`config.mk`:
```
export PLATFORM = sky130hd
export DESIGN_NAME = wavelet_row_split_difference_unit
export DESIGN_NICKNAME = d
export VERILOG_FILES = /design/src/sv/wrsd_pkg.sv /design/src/sv/wrsd_ram.sv /design/src/sv/wrsd_fifo.sv /design/src/sv/wrsd_front.sv /design/src/sv/wrsd_back.sv /design/src/sv/wavelet_row_split_difference_unit.sv
export SDC_FILE = /design/constraint.sdc
export NUM_CORES = 2
export LEC_CHECK = 0
export ABC_AREA = 1
export BUFFER_PORTS_ARGS = -buffer_cell sky130_fd_sc_hd__buf_2
export CAP_MARGIN = 30
export CORE_MARGIN = 2
export CORE_UTILIZATION = 45
export DETAILED_ROUTE_END_ITERATION = 6
export PLACE_DENSITY_LB_ADDON = 0.05
export SYNTH_ARGS = -nofsm -noshare
export SYNTH_HDL_FRONTEND = slang
export SYNTH_SLANG_ARGS = --single-unit
```
`constraint.sdc`:
```
create_clock -name aclk -period 12.4 [get_ports aclk]
set_input_delay 2.48 -clock aclk [delete_from_list [all_inputs] [get_ports aclk]]
set_output_delay 2.48 -clock aclk [all_outputs]
set_load 0.005 [all_outputs]
```
`src/sv/wrsd_pkg.sv`:
```
// ----------------------------------------------------------------------------
// wrsd_pkg
// Shared types and constants for the wavelet row split-difference unit.
// ----------------------------------------------------------------------------
`default_nettype none

package wrsd_pkg;

    // row geometry
    localparam int MAX_ROW_WIDTH = 128;
    localparam int BUF_DEPTH     = MAX_ROW_WIDTH / 2;
    localparam int SLOT_W        = $clog2(BUF_DEPTH);
    localparam int POS_W         = $clog2(MAX_ROW_WIDTH);

    // field widths
    localparam int PIX_W   = 8;
    localparam int WIDTH_W = 8;

    // configuration defaults and limits
    localparam logic [WIDTH_W-1:0] ROW_WIDTH_RESET = WIDTH_W'(128);
    localparam logic [WIDTH_W-1:0] ROW_WIDTH_MIN   = WIDTH_W'(2);
    localparam logic [WIDTH_W-1:0] ROW_WIDTH_MAX   = WIDTH_W'(MAX_ROW_WIDTH);

    // detail bias subtracted from odd minus even
    localparam logic [PIX_W-1:0] DETAIL_BIAS = PIX_W'(128);

    // detail buffer: two halves of one row each, ping-pong by row
    localparam int RAM_DEPTH = 2 * BUF_DEPTH;
    localparam int RAM_AW    = SLOT_W + 1;

    // command queue between front and back
    localparam int FIFO_DEPTH = 4;
    localparam int FIFO_AW    = $clog2(FIFO_DEPTH);
    localparam int FIFO_CW    = $clog2(FIFO_DEPTH + 1);

    // one queued command: an approximation sample or a detail burst
    // for a burst, data holds the index of its last detail
    typedef struct packed {
        logic             is_burst;
        logic             bank;
        logic [PIX_W-1:0] data;
    } cmd_t;

    // burst completion from back to front
    typedef struct packed {
        logic valid;
        logic bank;
    } done_t;

    // back-end sequencer states
    typedef enum logic [1:0] {
        ST_IDLE  = 2'b01,
        ST_BURST = 2'b10
    } back_state_t;

endpackage

`default_nettype wire

```
`src/sv/wrsd_ram.sv`:
```
// ----------------------------------------------------------------------------
// wrsd_ram
// Generic simple dual-port RAM, one write port and one registered read port.
// ----------------------------------------------------------------------------
`default_nettype none

module wrsd_ram #(
    parameter int DATA_W = 8,
    parameter int DEPTH  = 128
) (
    input  wire logic                     aclk,
    input  wire logic                     we,
    input  wire logic [$clog2(DEPTH)-1:0] waddr,
    input  wire logic [DATA_W-1:0]        wdata,
    input  wire logic                     re,
    input  wire logic [$clog2(DEPTH)-1:0] raddr,
    output logic      [DATA_W-1:0]        rdata
);

    logic [DATA_W-1:0] mem [DEPTH];
    logic [DATA_W-1:0] rdata_reg;

    // write port
    always_ff @(posedge aclk) begin
        if (we) begin
            mem[waddr] <= wdata;
        end
    end

    // registered read, holds until the next read
    always_ff @(posedge aclk) begin
        if (re) begin
            rdata_reg <= mem[raddr];
        end
    end

    assign rdata = rdata_reg;

endmodule

`default_nettype wire

```
`src/sv/wrsd_fifo.sv`:
```
// ----------------------------------------------------------------------------
// wrsd_fifo
// Short command queue that decouples the pixel front from the result back.
// ----------------------------------------------------------------------------
`default_nettype none

module wrsd_fifo (
    input  wire logic          aclk,
    input  wire logic          aresetn,
    input  wire logic          push,
    input  wire wrsd_pkg::cmd_t push_cmd,
    output logic               full,
    input  wire logic          pop,
    output logic               head_valid,
    output wrsd_pkg::cmd_t     head
);

    wrsd_pkg::cmd_t                     mem_reg [wrsd_pkg::FIFO_DEPTH];
    logic [wrsd_pkg::FIFO_AW-1:0]       wr_ptr_reg, wr_ptr_next;
    logic [wrsd_pkg::FIFO_AW-1:0]       rd_ptr_reg, rd_ptr_next;
    logic [wrsd_pkg::FIFO_CW-1:0]       count_reg, count_next;

    // pointer and fill bookkeeping
    always_comb begin
        wr_ptr_next = wr_ptr_reg;
        rd_ptr_next = rd_ptr_reg;
        count_next  = count_reg;
        if (push) begin
            wr_ptr_next = wr_ptr_reg + 1'b1;
        end
        if (pop) begin
            rd_ptr_next = rd_ptr_reg + 1'b1;
        end
        priority if (push && !pop) begin
            count_next = count_reg + 1'b1;
        end else if (pop && !push) begin
            count_next = count_reg - 1'b1;
        end else begin
            count_next = count_reg;
        end
    end

    always_ff @(posedge aclk) begin
        if (!aresetn) begin
            wr_ptr_reg <= '0;
            rd_ptr_reg <= '0;
            count_reg  <= '0;
        end else begin
            wr_ptr_reg <= wr_ptr_next;
            rd_ptr_reg <= rd_ptr_next;
            count_reg  <= count_next;
        end
    end

    // storage
    always_ff @(posedge aclk) begin
        if (push) begin
            mem_reg[wr_ptr_reg] <= push_cmd;
        end
    end

    assign full       = (count_reg == wrsd_pkg::FIFO_CW'(wrsd_pkg::FIFO_DEPTH));
    assign head_valid = (count_reg != '0);
    assign head       = mem_reg[rd_ptr_reg];

endmodule

`default_nettype wire

```
`src/sv/wrsd_front.sv`:
```
// ----------------------------------------------------------------------------
// wrsd_front
// Pixel front end: tracks the column, queues approximation samples, writes
// detail values into the row buffer and queues a burst at the end of a row.
// ----------------------------------------------------------------------------
`default_nettype none

module wrsd_front (
    input  wire logic                              aclk,
    input  wire logic                              aresetn,
    // configuration
    input  wire logic                              cfg_wen,
    input  wire logic [wrsd_pkg::WIDTH_W-1:0]      cfg_wdata,
    // pixel word in
    input  wire logic                              s_tvalid,
    output logic                                   s_tready,
    input  wire logic [wrsd_pkg::PIX_W-1:0]        s_tdata,
    // command queue
    input  wire logic                              fifo_full,
    output logic                                   push,
    output wrsd_pkg::cmd_t                         push_cmd,
    // burst completion from the back end
    input  wire wrsd_pkg::done_t                   done,
    // row buffer write port
    output logic                                   ram_we,
    output logic [wrsd_pkg::RAM_AW-1:0]            ram_waddr,
    output logic [wrsd_pkg::PIX_W-1:0]             ram_wdata
);

    logic [wrsd_pkg::WIDTH_W-1:0] row_width_reg;
    logic [wrsd_pkg::POS_W-1:0]   pos_reg, pos_next;
    logic [wrsd_pkg::PIX_W-1:0]   held_reg, held_next;
    logic                         bank_reg, bank_next;
    logic [1:0]                   busy_reg, busy_next;

    logic [wrsd_pkg::WIDTH_W-1:0] w_eff;
    logic [wrsd_pkg::WIDTH_W-1:0] lim2;
    logic [wrsd_pkg::WIDTH_W-1:0] pos_ext;
    logic [wrsd_pkg::WIDTH_W-1:0] pos_inc;
    logic [wrsd_pkg::SLOT_W-1:0]  last_idx;
    logic                         in_range;
    logic                         is_odd;
    logic                         is_last;
    logic                         accept;

    // register write
    always_ff @(posedge aclk) begin
        if (!aresetn) begin
            row_width_reg <= wrsd_pkg::ROW_WIDTH_RESET;
        end else if (cfg_wen) begin
            row_width_reg <= cfg_wdata;
        end
    end

    // effective width and column classification
    always_comb begin
        priority if (row_width_reg < wrsd_pkg::ROW_WIDTH_MIN) begin
            w_eff = wrsd_pkg::ROW_WIDTH_MIN;
        end else if (row_width_reg > wrsd_pkg::ROW_WIDTH_MAX) begin
            w_eff = wrsd_pkg::ROW_WIDTH_MAX;
        end else begin
            w_eff = row_width_reg;
        end
    end

    assign lim2     = {w_eff[wrsd_pkg::WIDTH_W-1:1], 1'b0};
    assign last_idx = wrsd_pkg::SLOT_W'(w_eff[wrsd_pkg::WIDTH_W-1:1] - 1'b1);
    assign pos_ext  = wrsd_pkg::WIDTH_W'(pos_reg);
    assign pos_inc  = pos_ext + 1'b1;
    assign in_range = (pos_ext < lim2);
    assign is_odd   = pos_reg[0];
    assign is_last  = (pos_inc == lim2);

    // hold off an odd pixel while its buffer half is still being replayed
    assign s_tready = !fifo_full && !(in_range && is_odd && busy_reg[bank_reg]);
    assign accept   = s_tvalid && s_tready;

    // per-word work
    always_comb begin
        pos_next  = pos_reg;
        held_next = held_reg;
        bank_next = bank_reg;
        busy_next = busy_reg;
        push      = 1'b0;
        push_cmd  = '{is_burst: 1'b0, bank: bank_reg, data: s_tdata};
        ram_we    = 1'b0;
        ram_waddr = {bank_reg, pos_reg[wrsd_pkg::POS_W-1:1]};
        ram_wdata = s_tdata - held_reg - wrsd_pkg::DETAIL_BIAS;

        if (done.valid) begin
            busy_next[done.bank] = 1'b0;
        end

        if (accept) begin
            if (in_range && !is_odd) begin
                held_next = s_tdata;
                push      = 1'b1;
            end
            if (in_range && is_odd) begin
                ram_we = 1'b1;
                if (is_last) begin
                    push               = 1'b1;
                    push_cmd.is_burst  = 1'b1;
                    push_cmd.data      = wrsd_pkg::PIX_W'(last_idx);
                    busy_next[bank_reg] = 1'b1;
                    bank_next          = !bank_reg;
                end
            end
            if (pos_inc >= w_eff) begin
                pos_next = '0;
            end else begin
                pos_next = pos_inc[wrsd_pkg::POS_W-1:0];
            end
        end
    end

    // control state
    always_ff @(posedge aclk) begin
        if (!aresetn) begin
            pos_reg  <= '0;
            bank_reg <= 1'b0;
            busy_reg <= '0;
        end else begin
            pos_reg  <= pos_next;
            bank_reg <= bank_next;
            busy_reg <= busy_next;
        end
    end

    // held even pixel
    always_ff @(posedge aclk) begin
        held_reg <= held_next;
    end

endmodule

`default_nettype wire

```
`src/sv/wrsd_back.sv`:
```
// ----------------------------------------------------------------------------
// wrsd_back
// Result back end: drains the command queue, passes approximation samples
// and replays a row's detail values from the buffer into the output register.
// ----------------------------------------------------------------------------
`default_nettype none

module wrsd_back (
    input  wire logic                          aclk,
    input  wire logic                          aresetn,
    // command queue
    input  wire logic                          head_valid,
    input  wire wrsd_pkg::cmd_t                head,
    output logic                               pop,
    // row buffer read port
    output logic                               ram_re,
    output logic [wrsd_pkg::RAM_AW-1:0]        ram_raddr,
    input  wire logic [wrsd_pkg::PIX_W-1:0]    ram_rdata,
    // burst completion to the front end
    output wrsd_pkg::done_t                    done,
    // result word out
    output logic                               m_tvalid,
    input  wire logic                          m_tready,
    output logic [wrsd_pkg::PIX_W-1:0]         m_tdata,
    output logic [0:0]                         m_tuser,
    output logic                               m_tlast
);

    wrsd_pkg::back_state_t        state_reg, state_next;
    logic [wrsd_pkg::SLOT_W-1:0]  k_reg, k_next;
    logic [wrsd_pkg::SLOT_W-1:0]  k_inc;
    logic [wrsd_pkg::SLOT_W-1:0]  last_reg, last_next;
    logic                         bank_reg, bank_next;

    logic                         valid_reg, valid_next;
    logic [wrsd_pkg::PIX_W-1:0]   coeff_reg, coeff_next;
    logic                         detail_reg, detail_next;
    logic                         end_reg, end_next;
    logic                         out_free;

    assign out_free = !valid_reg || m_tready;
    assign k_inc    = k_reg + 1'b1;

    // sequencer
    always_comb begin
        state_next  = state_reg;
        k_next      = k_reg;
        last_next   = last_reg;
        bank_next   = bank_reg;
        valid_next  = valid_reg && !m_tready;
        coeff_next  = coeff_reg;
        detail_next = detail_reg;
        end_next    = end_reg;
        pop         = 1'b0;
        ram_re      = 1'b0;
        ram_raddr   = {bank_reg, k_reg};
        done        = '0;

        unique case (state_reg)
            wrsd_pkg::ST_IDLE: begin
                if (head_valid) begin
                    if (head.is_burst) begin
                        // start the burst with a read of its first entry
                        pop        = 1'b1;
                        bank_next  = head.bank;
                        last_next  = head.data[wrsd_pkg::SLOT_W-1:0];
                        k_next     = '0;
                        ram_re     = 1'b1;
                        ram_raddr  = {head.bank, {wrsd_pkg::SLOT_W{1'b0}}};
                        state_next = wrsd_pkg::ST_BURST;
                    end else if (out_free) begin
                        pop         = 1'b1;
                        valid_next  = 1'b1;
                        coeff_next  = head.data;
                        detail_next = 1'b0;
                        end_next    = 1'b0;
                    end
                end
            end
            wrsd_pkg::ST_BURST: begin
                // one detail per cycle while the output is free, next read issued with each word
                if (out_free) begin
                    valid_next  = 1'b1;
                    coeff_next  = ram_rdata;
                    detail_next = 1'b1;
                    end_next    = (k_reg == last_reg);
                    if (k_reg == last_reg) begin
                        done.valid = 1'b1;
                        done.bank  = bank_reg;
                        state_next = wrsd_pkg::ST_IDLE;
                    end else begin
                        k_next    = k_inc;
                        ram_re    = 1'b1;
                        ram_raddr = {bank_reg, k_inc};
                    end
                end
            end
            default: begin
                state_next = wrsd_pkg::ST_IDLE;
            end
        endcase
    end

    // control state
    always_ff @(posedge aclk) begin
        if (!aresetn) begin
            state_reg <= wrsd_pkg::ST_IDLE;
            valid_reg <= 1'b0;
        end else begin
            state_reg <= state_next;
            valid_reg <= valid_next;
        end
    end

    // burst position and output payload
    always_ff @(posedge aclk) begin
        k_reg      <= k_next;
        last_reg   <= last_next;
        bank_reg   <= bank_next;
        coeff_reg  <= coeff_next;
        detail_reg <= detail_next;
        end_reg    <= end_next;
    end

    assign m_tvalid = valid_reg;
    assign m_tdata  = coeff_reg;
    assign m_tuser  = detail_reg;
    assign m_tlast  = end_reg;

endmodule

`default_nettype wire

```
`src/sv/wavelet_row_split_difference_unit.sv`:
```
// ----------------------------------------------------------------------------
// wavelet_row_split_difference_unit
// One row level of a Haar-style split: approximation samples pass straight
// through, detail values are buffered per row and replayed at row end.
// ----------------------------------------------------------------------------
// Pixels arrive in raster order on the s_ stream, one word per cycle while
// s_tready is high. Each even-column pixel goes out at once as an
// approximation sample (tuser 0); each odd-column pixel yields
// (odd - even - 128) mod 256, stored in a row buffer, and after the last
// odd pixel of a row the row's w/2 detail values go out in column order
// (tuser 1), the last one with tlast. An odd width drops the final pixel of
// each row. The row buffer is one RAM split into two halves used by
// alternate rows, so a new row streams in while the last row's details are
// replayed. The output port sets the rate: one result per cycle while
// m_tready is high, except as a burst starts. Any pixel waits while the
// four-entry command queue is full, and an odd pixel also waits while the
// buffer half it needs still replays a row from two rows back. The buffer
// needs no clearing after reset; row_width is written through cfg_wen and
// cfg_wdata while the unit is idle, reset value 128, clamped to 2..128.
// ----------------------------------------------------------------------------
`default_nettype none

module wavelet_row_split_difference_unit (
    input  wire logic       aclk,
    input  wire logic       aresetn,
    // row_width register
    input  wire logic       cfg_wen,
    input  wire logic [7:0] cfg_wdata,
    // pixel stream
    input  wire logic       s_tvalid,
    output logic            s_tready,
    input  wire logic [7:0] s_tdata,   // [7:0] pixel
    // result stream
    output logic            m_tvalid,
    input  wire logic       m_tready,
    output logic [7:0]      m_tdata,   // [7:0] coeff
    output logic [0:0]      m_tuser,   // [0] is_detail
    output logic            m_tlast    // row_end
);

    logic                               push;
    wrsd_pkg::cmd_t                     push_cmd;
    logic                               fifo_full;
    logic                               pop;
    logic                               head_valid;
    wrsd_pkg::cmd_t                     head;
    wrsd_pkg::done_t                    done;

    logic                               ram_we;
    logic [wrsd_pkg::RAM_AW-1:0]        ram_waddr;
    logic [wrsd_pkg::PIX_W-1:0]         ram_wdata;
    logic                               ram_re;
    logic [wrsd_pkg::RAM_AW-1:0]        ram_raddr;
    logic [wrsd_pkg::PIX_W-1:0]         ram_rdata;

    // pixel front end
    wrsd_front u_front (
        .aclk      (aclk),
        .aresetn   (aresetn),
        .cfg_wen   (cfg_wen),
        .cfg_wdata (cfg_wdata),
        .s_tvalid  (s_tvalid),
        .s_tready  (s_tready),
        .s_tdata   (s_tdata),
        .fifo_full (fifo_full),
        .push      (push),
        .push_cmd  (push_cmd),
        .done      (done),
        .ram_we    (ram_we),
        .ram_waddr (ram_waddr),
        .ram_wdata (ram_wdata)
    );

    // command queue
    wrsd_fifo u_fifo (
        .aclk       (aclk),
        .aresetn    (aresetn),
        .push       (push),
        .push_cmd   (push_cmd),
        .full       (fifo_full),
        .pop        (pop),
        .head_valid (head_valid),
        .head       (head)
    );

    // detail row buffer, two row halves
    wrsd_ram #(
        .DATA_W (wrsd_pkg::PIX_W),
        .DEPTH  (wrsd_pkg::RAM_DEPTH)
    ) u_ram (
        .aclk  (aclk),
        .we    (ram_we),
        .waddr (ram_waddr),
        .wdata (ram_wdata),
        .re    (ram_re),
        .raddr (ram_raddr),
        .rdata (ram_rdata)
    );

    // result back end
    wrsd_back u_back (
        .aclk       (aclk),
        .aresetn    (aresetn),
        .head_valid (head_valid),
        .head       (head),
        .pop        (pop),
        .ram_re     (ram_re),
        .ram_raddr  (ram_raddr),
        .ram_rdata  (ram_rdata),
        .done       (done),
        .m_tvalid   (m_tvalid),
        .m_tready   (m_tready),
        .m_tdata    (m_tdata),
        .m_tuser    (m_tuser),
        .m_tlast    (m_tlast)
    );

endmodule

`default_nettype wire

```
==> results by group <==
Logic synthesis
  • Yosys warns: 0
  • Synthesized flop and latch total: about 1100
  • Syn Inst Count: 4725
  • Synth top area cells: edfxtp_1 (65%), nand3_1 (9.5%), nand2_1 (6.8%), nand3b_1 (5.3%), inv_1 (4.6%)
  • Seq/Total Area, Yosys: about 66%
  • Post-synthesis mux area share: 0%
  • Post-synthesis cell type count: 39
  • Mapped Nets: roughly 4800
  • Top cell type's share of synthesized area: roughly 65%
  • Post-Synth XOR/XNOR Area: 0.3271%
  • Post-synthesis simple-gate area fraction: around a quarter
  • Compound-Gate Fraction of Synth Area: between 1 and 1.5%
  • Combinational family with the most area after synthesis: simple AND/OR/NAND/NOR gates
  • Mean post-synth cell area: 10.77 µm²
  • Area share of fa/ha/maj cells after synthesis: less than 1%
  • Yosys top cell by area: edfxtp_1
  • Synth Cell Area: slightly above 50000 µm²

Global route
  • Vias in the first global route: ~33000
  • Initial antenna violation count: 1
  • Largest net degree at the start of global routing: ~170
  • First-pass GRT wire length: approximately 220000 µm
  • GRT busiest layer: met2
  • Met2 usage: roughly 40%
  • GRT met3 Usage: under 10%
  • Global Route Usage Sum: roughly a quarter
  • Met1 usage: 37.06%
  • Total gr overflow: 0

Power and ir drop
  • P_leak: 21.79 nW
  • Switching Power: approximately 6.5 mW
  • P_int: about 8.4 mW
  • Power per cell area: ~270 nW/µm²
  • Switching Share: between 40% and 50%
  • Logic pwr share: between 40% and 50%
  • Clk pwr share: a little under a quarter
  • Sequential power share: between 30% and 40%
  • Max VDD drop: between 400 and 500 µV

CTS
  • CTS tree: built
  • Post-CTS Setup Inserts: 0
  • CTS Hold Bufs: 0
  • Maximum buffer depth of the clock tree: 3
  • H-tree depth: 3
  • Clock latency at the later pin of the worst-skew pair: between 0.7 and 0.8 ns
  • Clock-pin transition on the worst setup and hold timing paths: around 0.060 ns
  • Post-cts resize count: 0
  • Num CTS Buffers: 121
  • Number of clock sinks: 1133
  • CTS root buffer: clkbuf_16

Hold path
  • Hold path start: u_fifo.rd_ptr_reg[1]$_SDFFE_PN0P_
  • Hold Crit Class: reg2reg
  • Hold depth: 2
  • Hold path endpoint: u_fifo.rd_ptr_reg[1]$_SDFFE_PN0P_

Routing
  • DR pass1 iterations: 6
  • DR iter-0 viols: ~3900
  • Vias per std cell: about 5.4
  • Average wire per standard cell: approximately 24 µm
  • Post-DRT Antenna Nets: 0
  • Via count: approximately 34000
  • WL final: between 100000 and 150000 µm
  • DRC Markers: 0

Critical path
  • Top delay family on crit path: simple AND/OR/NAND/NOR gates
  • R2R setup slack: a little over 6 ns
  • Crit path largest cell delay: between 0.8 and 0.9 ns
  • Worst Path Required: approximately 13 ns
  • Startpoint Class: input pin
  • Crit Reg-Reg Endpoint: u_ram.rdata[5]$_DFFE_PP_
  • Setup CP Type: in2reg
  • CP most frequent cell: nand3_1
  • Worst Path Buf+Inv: 4
  • Worst Path Max Fanout: about 130
  • Critical path endpoint category: flip-flop
  • Cell Chain, Critical Path: buf_2, nor2_1, clkinv_1, nand4_2, nand2_8, nand2_8, buf_4, buf_4, nand2_1, nand3_1, nand3_1, nand3_1, nand3_1, nand3_1, nand2_1, nand2_1, nand2_1
  • Critical Path AT: approximately 7.4 ns
  • R2R depth: 21
  • Critical-path top delay cell: buf_4

Placement
  • Routability Congestion: slightly above 0.8
  • DP HPWL: between 80000 and 90000 µm
  • Pre-CTS WS: 4.651 ns
  • DP Area: roughly 53000 µm²
  • I/O Buffers: 32

Cells and area
  • Fin nets: 4742
  • Most frequent cells in the layout: edfxtp_1 (1103), nand3_1 (969), nand2_1 (922)
  • Fraction of layout cells with a size suffix above 1: under 10%
  • Diodes inserted: 0
  • Commonest non-fill, non-tap cell in the layout: edfxtp_1
  • Largest register FFs: between 1000 and 1500
  • Design area: about 56000 µm²
  • Area grow syn2layout: 10.77%
  • Fillers: around 10000

Timing
  • RSZ-0062 raised after global routing: no
  • Max Clock Skew: 0.02488 ns
  • Final period utilization: 55.87%
  • Setup violators final: 0
  • Post-route setup slack: 5.472 ns
  • Max Fclk: between 100 and 150 MHz
  • Min Tclk post-route: 6.928 ns
  • Pins Over Slew Limit: 0
  • Setup tns final: 0 ns
  • Relative slew slack: between 20% and 30%
  • Final hold vios: 0
  • Slew at the pin closest to its max-slew limit: 1.169 ns

Floorplan
  • FP Rows: around 120
  • Core area: ~110000 µm²
  • Ports: 33
  • Starting Density: 45.28%
  • Die ar.: ~120000 µm²
  • Die height: between 300 and 400 µm
  • Die Span X: between 300 and 400 µm

Status
  • Status: finished clean

Job
  • Maxcap violations: 0
[layer usage]
layer,wire (µm),part of all wire [%],up-vias
met5,12,0.0081,-
met4,4046,2.7,2
met3,9458,6.4,212
met2,67690,46,1119
met1,66750,45,16680
li1,-,-,16020
[power groups by stage]
| stage | Sequential [mW] | Clock (mW) | Combinational [mW] |
|---|---|---|---|
| floorplan | 5.07 | 0 | 4.04 |
| global placement | 5.05 | 0 | 6.47 |
| detailed placement | 5.05 | 0 | 6.51 |
| CTS | 4.97 | 3.53 | 6.51 |
| global route | 4.98 | 3.68 | 7.05 |
| finish | 4.97 | 3.47 | 6.50 |
[worst reg2reg max path, delay by kind of cell (launching register included)]
family        cells  cell delay, ns
simple gates     16            2.90
flops             1            0.78
buf+inv           5            2.28
[layout make-up]
type                            count  area [µm²]  share of cell area [%]
Multi-Input combinational cell   2670       13570                   24.09
Inverter                          635        2401                   4.261
Sequential cell                  1133       33720                   59.85
Timing Repair Buffer              122        1013                   1.799
Clock buffer                      153        3272                   5.806
Clock inverter                     74       491.7                  0.8726
Tap cell                         1500        1877                   3.331
[kinds of logic after synthesis]
kind of cell	Yosys count
buffers and inverters	922
and+or+nand+nor	2501
AOI/OAI and AO/OA	112
xor gates and xnor gates	19
DFF	1133
adders and majority gates	38
[synthesized netlist by cell type, drive strengths merged]
library cell  instances
a211oi                1
a21oi                37
a31oi                 2
a32oi                 1
and2                  1
buf                 222
clkbuf               65
clkinv                5
dfxtp                30
edfxtp             1103
fa                    2
ha                   36
inv                 630
nand2               933
nand3               973
nand3b              360
nand4                 8
nor2                186
nor3                 37
nor4                  2
o2111ai               1
o211ai                8
o21ai                52
o22ai                10
or2                   1
xnor2                 5
xor2                 14
[stage by stage]
stage                     power (mW)  hold WS (ns)  utilization [%]  cells
after global routing           15.71        0.5032            50.16   6287
after CTS                      15.01        0.4734            50.13   6285
after global placement         11.53        0.4515            46.52   6035
final                          14.94        0.4692            50.16   6287
after detailed placement       11.56        0.4593            46.78   6058
after floorplan                9.112        0.4363                -   4725
[worst max-delay path by stage]
stage	from	endpoint	slack, ns	depth (start not counted)
detailed placement	m_tready	u_ram.rdata[1]$_DFFE_PP_	4.65	17
global placement	m_tready	u_ram.rdata[5]$_DFFE_PP_	4.58	17
finish	m_tready	u_ram.rdata[6]$_DFFE_PP_	5.47	17
CTS	m_tready	u_ram.rdata[1]$_DFFE_PP_	5.40	17
floorplan	s_tdata[1]	u_ram.mem[0][7]$_DFFE_PP_	4.40	9
global route	m_tready	u_ram.rdata[1]$_DFFE_PP_	5.08	17
Power figures use the tool's default switching activity.
